## src/rtl/core/utf8md_pkg.sv

```systemverilog
// Shared types and constants for the UTF-8 multibyte decoder pipeline.
// No dependencies; imported by every stage module and the top level.
`default_nettype none

package utf8md_pkg;

  localparam int unsigned BYTE_W = 8;
  localparam int unsigned LEN_W  = 3;
  localparam int unsigned CP_W   = 21;

  localparam logic [CP_W-1:0]  BAD_CHAR_RESET = 21'h00FFFD;

  localparam logic [LEN_W-1:0] LEN_ONE   = 3'd1;
  localparam logic [LEN_W-1:0] LEN_TWO   = 3'd2;
  localparam logic [LEN_W-1:0] LEN_THREE = 3'd3;
  localparam logic [LEN_W-1:0] LEN_FOUR  = 3'd4;

  // Lead byte prefixes for the multibyte forms
  localparam logic [2:0] LEAD2_PREFIX = 3'b110;
  localparam logic [3:0] LEAD3_PREFIX = 4'b1110;
  localparam logic [4:0] LEAD4_PREFIX = 5'b11110;
  localparam logic [1:0] CONT_PREFIX  = 2'b10;

  typedef enum logic [1:0] {
    FORM_NONE,
    FORM_TWO,
    FORM_THREE,
    FORM_FOUR
  } form_e;

  // Stage 1 -> stage 2: classified sequence with raw bytes
  typedef struct packed {
    logic              valid;
    form_e             form;
    logic [BYTE_W-1:0] b0;
    logic [BYTE_W-1:0] b1;
    logic [BYTE_W-1:0] b2;
    logic [BYTE_W-1:0] b3;
  } cap_t;

  // Stage 2 -> stage 3: assembled code point and overlong flag
  typedef struct packed {
    logic            valid;
    form_e           form;
    logic            overlong;
    logic [CP_W-1:0] cp;
  } asm_t;

endpackage

`default_nettype wire

```

## src/rtl/core/utf8md_capture.sv

```systemverilog
// Stage 1: register the bytes and classify the sequence form.
// Depends on utf8md_pkg.
`default_nettype none

module utf8md_capture (
  input  logic                           clk_i,
  input  logic                           rst_ni,
  input  logic                           in_valid_i,
  input  logic [utf8md_pkg::BYTE_W-1:0]  lead_byte_i,
  input  logic [utf8md_pkg::BYTE_W-1:0]  second_byte_i,
  input  logic [utf8md_pkg::BYTE_W-1:0]  third_byte_i,
  input  logic [utf8md_pkg::BYTE_W-1:0]  fourth_byte_i,
  input  logic [utf8md_pkg::LEN_W-1:0]   avail_len_i,
  output utf8md_pkg::cap_t               cap_o
);
  import utf8md_pkg::*;

  logic  c1_ok, c2_ok, c3_ok;
  logic  has2, has3, has4;
  form_e form_d;
  cap_t  cap_q;

  // Lengths above four compare the same as four here, so no clamp is needed
  assign has2  = (avail_len_i >= LEN_TWO);
  assign has3  = (avail_len_i >= LEN_THREE);
  assign has4  = (avail_len_i >= LEN_FOUR);
  assign c1_ok = (second_byte_i[7:6] == CONT_PREFIX);
  assign c2_ok = (third_byte_i[7:6] == CONT_PREFIX);
  assign c3_ok = (fourth_byte_i[7:6] == CONT_PREFIX);

  always_comb begin
    form_d = FORM_NONE;
    if (has2 && c1_ok && lead_byte_i[7:5] == LEAD2_PREFIX) begin
      form_d = FORM_TWO;
    end else if (has3 && c1_ok && c2_ok && lead_byte_i[7:4] == LEAD3_PREFIX) begin
      form_d = FORM_THREE;
    end else if (has4 && c1_ok && c2_ok && c3_ok &&
                 lead_byte_i[7:3] == LEAD4_PREFIX) begin
      form_d = FORM_FOUR;
    end
  end

  always_ff @(posedge clk_i or negedge rst_ni) begin
    if (!rst_ni) begin
      cap_q <= '0;
    end else begin
      cap_q.valid <= in_valid_i;
      cap_q.form  <= form_d;
      cap_q.b0    <= lead_byte_i;
      cap_q.b1    <= second_byte_i;
      cap_q.b2    <= third_byte_i;
      cap_q.b3    <= fourth_byte_i;
    end
  end

  assign cap_o = cap_q;

endmodule

`default_nettype wire

```

## src/rtl/core/utf8md_assemble.sv

```systemverilog
// Stage 2: assemble the code point bits and detect overlong encodings.
// Depends on utf8md_pkg.
`default_nettype none

module utf8md_assemble (
  input  logic             clk_i,
  input  logic             rst_ni,
  input  utf8md_pkg::cap_t cap_i,
  output utf8md_pkg::asm_t asm_o
);
  import utf8md_pkg::*;

  logic [CP_W-1:0] cp_d;
  logic            overlong_d;
  asm_t            asm_q;

  always_comb begin
    cp_d       = '0;
    overlong_d = 1'b0;
    unique case (cap_i.form)
      FORM_TWO: begin
        cp_d       = {10'd0, cap_i.b0[4:0], cap_i.b1[5:0]};
        overlong_d = (cap_i.b0[4:1] == 4'd0);
      end
      FORM_THREE: begin
        cp_d       = {5'd0, cap_i.b0[3:0], cap_i.b1[5:0], cap_i.b2[5:0]};
        overlong_d = (cap_i.b0[3:0] == 4'd0) && !cap_i.b1[5];
      end
      FORM_FOUR: begin
        cp_d       = {cap_i.b0[2:0], cap_i.b1[5:0], cap_i.b2[5:0], cap_i.b3[5:0]};
        overlong_d = (cap_i.b0[2:0] == 3'd0) && (cap_i.b1[5:4] == 2'd0);
      end
      default: begin
        cp_d       = '0;
        overlong_d = 1'b0;
      end
    endcase
  end

  always_ff @(posedge clk_i or negedge rst_ni) begin
    if (!rst_ni) begin
      asm_q <= '0;
    end else begin
      asm_q.valid    <= cap_i.valid;
      asm_q.form     <= cap_i.form;
      asm_q.overlong <= overlong_d;
      asm_q.cp       <= cp_d;
    end
  end

  assign asm_o = asm_q;

endmodule

`default_nettype wire

```

## src/rtl/core/utf8md_emit.sv

```systemverilog
// Stage 3: pick the decoded value or the bad character into the result register.
// Depends on utf8md_pkg.
`default_nettype none

module utf8md_emit (
  input  logic                        clk_i,
  input  logic                        rst_ni,
  input  utf8md_pkg::asm_t            asm_i,
  input  logic [utf8md_pkg::CP_W-1:0] bad_char_i,
  output logic                        done_o,
  output logic [utf8md_pkg::CP_W-1:0] code_point_o,
  output logic [utf8md_pkg::LEN_W-1:0] consumed_o,
  output logic                        malformed_o
);
  import utf8md_pkg::*;

  logic             bad;
  logic [LEN_W-1:0] len_d;
  logic             done_q;
  logic [CP_W-1:0]  code_point_q;
  logic [LEN_W-1:0] consumed_q;
  logic             malformed_q;

  assign bad = (asm_i.form == FORM_NONE) || asm_i.overlong;

  always_comb begin
    unique case (asm_i.form)
      FORM_TWO:   len_d = LEN_TWO;
      FORM_THREE: len_d = LEN_THREE;
      FORM_FOUR:  len_d = LEN_FOUR;
      default:    len_d = LEN_ONE;
    endcase
  end

  always_ff @(posedge clk_i or negedge rst_ni) begin
    if (!rst_ni) begin
      done_q <= 1'b0;
    end else begin
      done_q <= asm_i.valid;
    end
  end

  always_ff @(posedge clk_i) begin
    code_point_q <= bad ? bad_char_i : asm_i.cp;
    consumed_q   <= bad ? LEN_ONE : len_d;
    malformed_q  <= bad;
  end

  assign done_o       = done_q;
  assign code_point_o = code_point_q;
  assign consumed_o   = consumed_q;
  assign malformed_o  = malformed_q;

endmodule

`default_nettype wire

```

## src/rtl/core/utf8_multibyte_decode.sv

```systemverilog
// UTF-8 multibyte decoder: three register stages, classify, assemble, select.
// A taken item reaches done_o via the capture, assemble and emit registers.
// Throughput: one item per cycle; busy stays low, the pipeline never stalls.
// Reset clears the stage valid bits and loads the bad character with U+FFFD.
// Depends on utf8md_pkg, utf8md_capture, utf8md_assemble, utf8md_emit.
`default_nettype none

module utf8_multibyte_decode (
  input  logic                          clk_i,
  input  logic                          rst_ni,
  input  logic                          start,
  output logic                          busy,
  input  logic [utf8md_pkg::BYTE_W-1:0] lead_byte_i,
  input  logic [utf8md_pkg::BYTE_W-1:0] second_byte_i,
  input  logic [utf8md_pkg::BYTE_W-1:0] third_byte_i,
  input  logic [utf8md_pkg::BYTE_W-1:0] fourth_byte_i,
  input  logic [utf8md_pkg::LEN_W-1:0]  avail_len_i,
  input  logic                          cfg_valid_i,
  output logic                          cfg_ready_o,
  input  logic [utf8md_pkg::CP_W-1:0]   cfg_data_i,
  output logic                          done_o,
  output logic [utf8md_pkg::CP_W-1:0]   code_point_o,
  output logic [utf8md_pkg::LEN_W-1:0]  consumed_o,
  output logic                          malformed_o
);
  import utf8md_pkg::*;

  logic [CP_W-1:0] bad_char_q;
  logic            accept;
  cap_t            cap;
  asm_t            asm_s;

  assign busy        = 1'b0;
  assign cfg_ready_o = 1'b1;
  assign accept      = start && !busy;

  always_ff @(posedge clk_i or negedge rst_ni) begin
    if (!rst_ni) begin
      bad_char_q <= BAD_CHAR_RESET;
    end else if (cfg_valid_i && cfg_ready_o) begin
      bad_char_q <= cfg_data_i;
    end
  end

  utf8md_capture u_capture (
    .clk_i         (clk_i),
    .rst_ni        (rst_ni),
    .in_valid_i    (accept),
    .lead_byte_i   (lead_byte_i),
    .second_byte_i (second_byte_i),
    .third_byte_i  (third_byte_i),
    .fourth_byte_i (fourth_byte_i),
    .avail_len_i   (avail_len_i),
    .cap_o         (cap)
  );

  utf8md_assemble u_assemble (
    .clk_i  (clk_i),
    .rst_ni (rst_ni),
    .cap_i  (cap),
    .asm_o  (asm_s)
  );

  utf8md_emit u_emit (
    .clk_i        (clk_i),
    .rst_ni       (rst_ni),
    .asm_i        (asm_s),
    .bad_char_i   (bad_char_q),
    .done_o       (done_o),
    .code_point_o (code_point_o),
    .consumed_o   (consumed_o),
    .malformed_o  (malformed_o)
  );

endmodule

`default_nettype wire

```

## config.mk

```make
export PLATFORM = sky130hd
export DESIGN_NAME = utf8_multibyte_decode
export DESIGN_NICKNAME = d
export VERILOG_FILES = /design/src/rtl/core/utf8md_pkg.sv /design/src/rtl/core/utf8md_capture.sv /design/src/rtl/core/utf8md_assemble.sv /design/src/rtl/core/utf8md_emit.sv /design/src/rtl/core/utf8_multibyte_decode.sv
export SDC_FILE = /design/constraint.sdc
export NUM_CORES = 1
export LEC_CHECK = 0
export ABC_AREA = 1
export CAP_MARGIN = 10
export CORE_UTILIZATION = 55
export CTS_CLUSTER_DIAMETER = 40
export DETAILED_ROUTE_END_ITERATION = 10
export DONT_BUFFER_PORTS = 1
export PLACE_DENSITY = 0.7
export SLEW_MARGIN = 25
export SYNTH_ARGS = -nofsm -noshare
export SYNTH_HDL_FRONTEND = slang
export SYNTH_SLANG_ARGS = --single-unit
```

## constraint.sdc

```tcl
create_clock -name clk_i -period 3.15 [get_ports clk_i]
set_input_delay 0.1575 -clock clk_i [delete_from_list [all_inputs] [get_ports clk_i]]
set_output_delay 0.1575 -clock clk_i [all_outputs]
set_load 0.02 [all_outputs]
```

Yosys cells after proc, flatten, opt, wreduce, memory -nomap -nowiden
Index checks and enable logic that the tools add are counted.
Word-level totals
  logic and storage cells: 55
  register bits after elaboration: 98
Operators by class
  order comparisons: 3
  muxes and demuxes: 7
  reduce and logical (&&, ||, !) cells: 18
  equal/unequal tests: 12
Operator list (count)
  case mux 21 bit (3 select lines): 1
  2-to-1 mux 21 bit: 1
  equality test 2 bit, second input constant: 7
  logical AND 1 bit: 11
  case mux 3 bit (3 select lines): 1
  logical NOT 4 bit: 2
  >= comparator 3 x 2 -> 1 bit, second input constant: 2
  2-to-1 mux 2 bit: 3
  equality test 5 bit, second input constant: 1
  equality test 2 x 1 -> 1 bit, second input constant: 2
  equality test 4 bit, second input constant: 1
  logical NOT 2 bit: 2
  equality test 3 bit, second input constant: 1
  >= comparator 3 bit, second input constant: 1
  logical NOT 3 bit: 1
  case mux 1 bit (3 select lines): 1
  logical NOT 1 bit: 1
  logical OR 1 bit: 1

Longest topological paths before layout
Gate-level depths: netlist (run 1).
  word-level depth: 8
  depth in mapped cells: 6
  depth with buffers taken out: 5

Modules after synthesis
Synthesis (run 1) repeated with hierarchy kept, for this count alone.
Unflattened totals
  cell total of the unflattened synthesis: 369
  area total of the unflattened synthesis: 3753.6 µm²
By module, submodules not included
  utf8md_assemble: times used 1, area an instance 1009.7 µm², seq. area each 625.6 µm², cells an instance 105
  utf8md_capture: times used 1, area an instance 985.9 µm², seq. area each 875.8 µm², cells an instance 63
  utf8md_emit: times used 1, area an instance 913.4 µm², seq. area each 525.5 µm², cells an instance 108
  utf8_multibyte_decode: times used 1, area an instance 844.6 µm², seq. area each 544.3 µm², cells an instance 93

Least setup slack after synthesis (run 1)
OpenSTA, ideal clock, no wires.
  path type: register -> register
  start: reg u_assemble.asm_q (netlist bit u_assemble.asm_o[22])
  end: reg u_emit.consumed_q[0], in the netlist u_emit.consumed_o[0]
  library setup time: 0.123 ns
  arrival time: 1.108 ns
  path slack: 1.918 ns
  stages on the path, launching flop included: 6
  period minus slack after synthesis: 1.232 ns
  path buffers: 0
  cells stage by stage: dfrtp_1 inv_1 ha_1 nor2_2 inv_1 or2_2
On the way
  longest elaborated chain between the ends: 2
  elaborated cells between the ends (all ways): 6
RTL lines
  start, declared: line utf8md_assemble.sv:15  | asm_t asm_q;
  logical NOT 2 bit: line utf8md_emit.sv:24  | assign bad = (asm_i.form == FORM_NONE) || asm_i.overlong;
  logical OR 1 bit: line utf8md_emit.sv:24
  named net u_emit.bad: line utf8md_emit.sv:17  | logic bad;
  end signal, assigned: line utf8md_emit.sv:45  | consumed_q <= bad ? LEN_ONE : len_d;
  end, declared: line utf8md_emit.sv:21  | logic [LEN_W-1:0] consumed_q;
The timed path passes the listed nets, and every way through them passes these cells.
A chain may end at the register's enable or synchronous reset.

Worst setup path in the final report (run 1)
  start: in lead_byte_i[6] (netlist name)
  end: reg u_capture.cap_q (netlist bit u_capture.cap_o[32])
On the way
  longest elaborated chain between the ends: 5
  elaborated cells between the ends (all ways): 9
RTL lines
  start, declared: line utf8_multibyte_decode.sv:13  | input logic [utf8md_pkg::BYTE_W-1:0] lead_byte_i,
  equality test 5 bit: line utf8md_capture.sv:38  | lead_byte_i[7:3] == LEAD4_PREFIX) begin
  logical AND 1 bit: line utf8md_capture.sv:37  | end else if (has4 && c1_ok && c2_ok && c3_ok &&
  2-to-1 mux 2 bit: line utf8md_capture.sv:37
  2-to-1 mux 2 bit: line utf8md_capture.sv:35  | end else if (has3 && c1_ok && c2_ok && lead_byte_i[7:4] == LEAD3_PREFIX) begin
  2-to-1 mux 2 bit *: line utf8md_capture.sv:33  | if (has2 && c1_ok && lead_byte_i[7:5] == LEAD2_PREFIX) begin
  named net u_capture.form_d[0]: line utf8md_capture.sv:20  | form_e form_d;
  end, declared: line utf8md_capture.sv:21  | cap_t cap_q;
Mark *: on every way through the listed nets, which the timed path passes. The rest lies on a longest branch.

==> flow_metrics.py, run 1 <==
metrics = {
    "global_route": {
        "grt.busiest_layer": "met2",
        "grt_max_degree": 74,
        "overflow": 0,
        "grt_pass1_wl_mm": 10.3,
        "grt_pass1_vias": 2281,
        "antenna_found_initial": 0,
        "use_met1_pct": 27.0,
        "grt_use_met2_pct": 36.8,
        "grtUsageTotal_pct": 22.1,
        "globalRouteMet3Util_pct": 5.34,
    },
    "timing": {
        "tns_ns": 0,
        "final_hold_viol_count": 0,
        "hold_ws_ns": 0.0506,
        "max_clock_freq_mhz": 586,
        "fin_crit_sh_pct": 54.2,
        "rsz0062_at_grt": "false",
        "slew_viol_final": 0,
        "finalSetupViolCount": 0,
        "finalClockSkew_ns": 0.00890,
        "fin_crit_ns": 1.71,
    },
    "route": {
        "vias": 2282,
        "initialDrtViolationCount": 128,
        "drc": 0,
        "routed_wl_mm": 6.38,
        "wl_per_cell_um": 13.7,
        "first_pass_iters": 4,
        "drtAntennaViolNets": 0,
        "via_per_inst": 4.90,
    },
    "pwr": {
        "powerDensity_mw_per_mm2": 568,
        "static-leakage-power_nw": 1.95,
        "vdd_ir_drop_max_mv": 0.347,
    },
    "critical_path": {
        "end_kind": "register",
        "crit_type": "input pin to register",
        "critPathMaxFanout": 2,
        "crit_required_ns": 3.40,
        "crit_arrival_ns": 1.95,
        "crit_path_start_kind": "input pin",
    },
    "layout": {
        "fillCellCount": 439,
        "diodes": 0,
        "utilization_pct": 70.5,
        "final_nets": 449,
        "final_layout_size_suffix_gt1_share_pct": 10.2,
        "final-instance-count-excl-fill": 466,
        "areaGrowthSynthToFinish_pct": 23.4,
    },
    "synthesis": {
        "avgSynthCellArea_um2": 10.2,
        "synth_edf_count": 0,
        "synthFlopType": "dfrtp_1",
        "ys_types": 24,
        "syn_inst": 334,
        "yosysWarningCount": 0,
        "ys_ff_latch": 98,
        "synth_commonest_cells": "nand2_1, dfrtp_1, inv_1, o21ai_0, dfxtp_1",
        "synth_top_area_share_pct": 42.6,
        "ys_seq_area_share_pct": 68.9,
        "synth_most_common_cell": "nand2_1",
        "synthesis.nets": 397,
        "yosysTopAreaCell": "dfrtp_1",
        "synth-async-reset-ratio_pct": 74.5,
        "netlist_top_cells_area": "dfrtp_1, dfxtp_1, dfstp_2, nand2_1, o21ai_0",
        "syn_area_mm2": 0.00341,
    },
    "status": {
        "status": "completed",
    },
    "die": {
        "initial_core_util_pct": 57.2,
        "die_w_um": 80.7,
        "core_mm2": 0.00596,
        "die_h_um": 80.7,
        "rows": 28,
        "die_area_mm2": 0.00651,
        "pin_count": 88,
    },
    "cts": {
        "ctsResizeCount": 0,
        "numCtsBuffers": 9,
        "cts_root_buffer": "clkbuf_8",
        "path_clk_slew_ns": 0.08,
        "numClockSinks": 98,
        "htree_num_levels": 3,
        "cts_tree": "done",
        "clock_latency_ns": 0.36,
        "clk_path_buf_depth": 2,
    },
    "place": {
        "dp_cells": 398,
        "gp_congestion": 0.876,
        "dp_hpwl_mm": 3.84,
        "io_buffers": 0,
    },
    "flow_run": {
        "maxCapViolCount": 0,
    },
    "hold_path": {
        "hp-class": "input pin to register",
    },
}
## final cells by class
class,count,area [um2],area share (%)
multi-input combinational,176,811,19.3
inverter,48,180,4.29
sequential,98,2350,55.8
tap,75,93.8,2.23
timing repair buffer,53,556,13.2
clock inverter,4,48.8,1.16
clock buffer,12,166,3.96
## layer usage
layer  up-vias  wire length (um)
met3        10               316
met4         0               127
met1      1062              2760
met2        75              3180
li1       1135                 -
met5         -                 0
## sequential cells by signal, indices dropped and copies added, names as in the netlist
| name | count |
|---|---|
| bad_char_q | 21 |
| u_assemble.asm_o | 25 |
| u_capture.cap_o | 26 |
| u_emit.code_point_o | 21 |
| u_emit.consumed_o | 3 |
| u_emit.done_o | 1 |
| u_emit.malformed_o | 1 |
## cell usage in the layout, fill, tap and decap left out, types with 10 or more instances in the layout
cell and count:
o21ai_0 44, dfstp_2 15, dlygate4sd3_1 50, nor2_1 17
clkbuf_8 10, dfrtp_1 58, nand3_1 10, nand2_1 81
inv_1 46, dfxtp_1 25
## path summary, 6_finish.rpt
path	slack [ns]	start	depth (start not counted)	end
hold / removal	0.05	lead_byte_i[5]	4	u_capture.cap_o[33]
min in group asynchronous	0.34	rst_ni	2	u_assemble.asm_o[8]
setup reg to reg	1.59	u_assemble.asm_o[23]	6	u_emit.consumed_o[0]
max in group asynchronous	2.49	rst_ni	2	bad_char_q[12]
hold reg to reg	0.35	u_capture.cap_o[34]	0	u_assemble.asm_o[24]
setup / recovery	1.44	lead_byte_i[6]	5	u_capture.cap_o[32]
## logic make-up after synthesis
logic type      share of synthesized area, %
flops                                   68.9
fa+ha+maj                               1.10
buf+inv                                 7.31
compound gates                          8.27
simple gates                            14.2
other cells                            0.221
## worst max-delay path, cell delays in order
cell and delay (ns):
dlygate4sd3_1 0.55, nand4_1 0.09, dlygate4sd3_1 0.55, nand2_1 0.05, dlygate4sd3_1 0.54
## repair_timing
action                    CTS  global route
buffers inserted            0             0
hold endpoints to repair  120             0
hold buffers               52             0
## per-stage QoR
stage | cell area [um2] | total power, mW | setup slack, ns
2_1_floorplan | 3410 | 1.47 | 1.92
3_3_place_gp | 3440 | 1.48 | 1.63
3_5_place_dp | 3440 | 1.49 | 1.57
4_1_cts | 4200 | 2.40 | 1.51
5_1_grt | 4200 | 2.49 | 1.43
6_report | 4200 | 2.39 | 1.44
## where the power goes
| group | switching, mW | internal, mW |
|---|---|---|
| logic | 0.0749 | 0.0701 |
| clock network | 0.408 | 0.436 |
| registers | 0.0620 | 1.33 |
(Power assumes the default switching activity.)
==> run 2: changes to the inputs <==
- PLACE_DENSITY: 0.7 -> 0.73
- clock period: 3.15 -> 1.4 ns (I/O delays scaled with it)
==> run 2 against run 1 <==
  * The run now ends with hold timing left
  * Via count rose by 7.9%
  * Global-route usage rose by 1.8 points
  * Clock skew barely moved
  * Clock power rose by 88%
  * First-iteration DRC count fell by 4.7%
  * Setup slack got worse by 1.4 ns
  * Worst hold slack got worse by 0.65 ns
  * Critical path depth did not move
  * Count of clock-buffer cells in the layout fell by 1
  * Final cell count rose by 5.2%
  * Core utilization rose by 3.1 points
  * Cell area rose by 4.4%
  * Largest cell class unchanged
==> flow_metrics.py, run 2 (same netlist as run 1, synthesis figures left out) <==
metrics = {
    "timing": {
        "finalSetupViolCount": 0,
        "slew_viol_final": 0,
        "final_hold_viol_count": 73,
        "max_clock_freq_mhz": 746,
        "tns_ns": 0,
        "fin_crit_ns": 1.34,
        "rsz0062_at_grt": "false",
        "fin_crit_sh_pct": 95.7,
        "finalClockSkew_ns": 0.00863,
        "hold_ws_ns": -0.603,
    },
    "global_route": {
        "grt_pass1_wl_mm": 11.1,
        "overflow": 0,
        "antenna_found_initial": 1,
        "grt_pass1_vias": 2502,
        "grt_max_degree": 74,
        "grtUsageTotal_pct": 23.8,
    },
    "pwr": {
        "clockPowerShare_pct": 31.3,
        "netSwitchingPower_mw": 1.20,
        "pwr-share-seq_pct": 61.9,
        "vdd_ir_drop_max_mv": 0.782,
        "static-leakage-power_nw": 2.00,
        "powerDensity_mw_per_mm2": 1160,
        "power.internal_mw": 3.88,
        "p_sw_share_pct": 23.6,
        "p_comb_share_pct": 6.8,
        "total_power_mw": 5.08,
    },
    "die": {
        "pin_count": 88,
        "initial_core_util_pct": 57.2,
        "core_mm2": 0.00596,
        "die_w_um": 80.7,
        "die_h_um": 80.7,
        "rows": 28,
        "die_area_mm2": 0.00651,
    },
    "place": {
        "dp_hpwl_mm": 3.95,
        "io_buffers": 0,
        "dp_cells": 401,
        "dpl_cell_area_mm2": 0.00347,
        "gp_congestion": 0.885,
    },
    "layout": {
        "largest_reg_flops": 26,
        "final_nets": 473,
        "diodes": 0,
        "final_layout_size_suffix_gt1_share_pct": 10.1,
        "final-instance-count-excl-fill": 490,
        "finalInstanceArea_mm2": 0.00439,
        "layout_common_cells": "nand2_1, dlygate4sd3_1, dfrtp_1",
        "areaGrowthSynthToFinish_pct": 28.8,
        "final_common_cell": "nand2_1",
    },
    "critical_path": {
        "crit_type": "input pin to register",
        "rr_endpoint": "bad_char_q[11]",
        "critPathMaxFanout": 42,
        "crit_path_start_kind": "input pin",
        "crit_arrival_ns": 1.64,
        "reg2reg_depth": 3,
        "reg2reg_slack_ns": 0.08,
        "end_kind": "register",
        "worstReg2RegStart": "bad_char_q[11]",
        "crit_required_ns": 1.70,
    },
    "route": {
        "vias": 2463,
        "drc": 0,
        "first_pass_iters": 4,
        "wl_per_cell_um": 14.2,
        "initialDrtViolationCount": 122,
        "via_per_inst": 5.03,
        "routed_wl_mm": 6.97,
        "drtAntennaViolNets": 0,
    },
    "cts": {
        "numCtsBuffers": 9,
        "numClockSinks": 98,
        "post-cts-setup-buffer-count": 0,
        "clock_latency_ns": 0.36,
        "clk_path_buf_depth": 2,
        "htree_num_levels": 3,
        "cts.hold.buffers_added": 73,
        "cts_tree": "done",
        "path_clk_slew_ns": 0.09,
        "cts_root_buffer": "clkbuf_8",
    },
    "flow_run": {
        "maxCapViolCount": 0,
    },
    "hold_path": {
        "hp-class": "input pin to asynchronous set/reset pin",
    },
    "status": {
        "status": "complete, but fails checks",
        "failed_checks": "hold timing",
    },
}
[run 2: changes by cell type in the layout (fill, tap and decap cells not counted)]
cell,previous run,this run
dlygate4sd3_1,50,72
buf_4,1,3
clkinvlp_4,0,2
buf_12,1,2
buf_16,1,0
bufinv_16,1,0
clkbuf_16,1,0
clkinv_2,2,3
clkinv_4,1,0
o21ai_0,44,43
o21ai_1,0,1
[run 2: worst max-delay path by stage]
| stage | slack (ns) | endpoint | start | cells after the start |
|---|---|---|---|---|
| final | 0.06 | bad_char_q[11] | cfg_valid_i | 5 |
| after global routing | 0.01 | bad_char_q[11] | bad_char_q[11] | 3 |
| after CTS | 0.1 | bad_char_q[11] | bad_char_q[11] | 3 |
| after detailed placement | 0.14 | u_emit.consumed_o[0] | u_assemble.asm_o[22] | 5 |
| after global placement | 0.18 | u_emit.consumed_o[0] | u_assemble.asm_o[22] | 5 |
| after floorplan | 0.17 | u_emit.consumed_o[0] | u_assemble.asm_o[22] | 5 |
[run 2: critical path: stages]
cell	delay [ns]
dlygate4sd3_1	0.59
buf_12	0.21
nand2_1	0.10
o21ai_1	0.10
dlygate4sd3_1	0.57
[run 2: metal layers]
metal	track usage (%)	share of wire, %	up-vias
met5	0	0.19	-
met2	40.8	50	96
met3	6.59	6.1	21
met1	26.8	41	1161
li1	-	-	1183
met4	13.0	3.0	2
[run 2: area by class of cell]
type	instances	area [um2]
fill	414	1570
clock buffer	11	141
multi-input combinational	176	811
inverter	48	180
clock inverter	5	30.0
tap	75	93.8
sequential	98	2350
timing repair buffer	77	783
[run 2: timing repair]
item / CTS / global route
endpoints found under the setup margin: 0 / 1
hold endpoints to repair: 120 / 73
resized for setup: 0 / 1
[run 2: stage by stage]
step	setup slack, ns	util, %	hold WS (ns)
global route	0.0101	73.6	-0.626
global placement	0.182	58.3	-0.224
CTS	0.0998	73.6	-0.621
detailed placement	0.135	58.3	-0.224
finish	0.0601	73.6	-0.603
floorplan	0.168	-	-0.226
[run 2: power by group through the flow]
stage	Clock, mW	Combinational, mW	Sequential, mW
global route	1.75	0.382	3.16
CTS	1.64	0.331	3.14
floorplan	0	0.137	3.18
global placement	0	0.140	3.20
detailed placement	0	0.150	3.20
finish	1.59	0.346	3.14
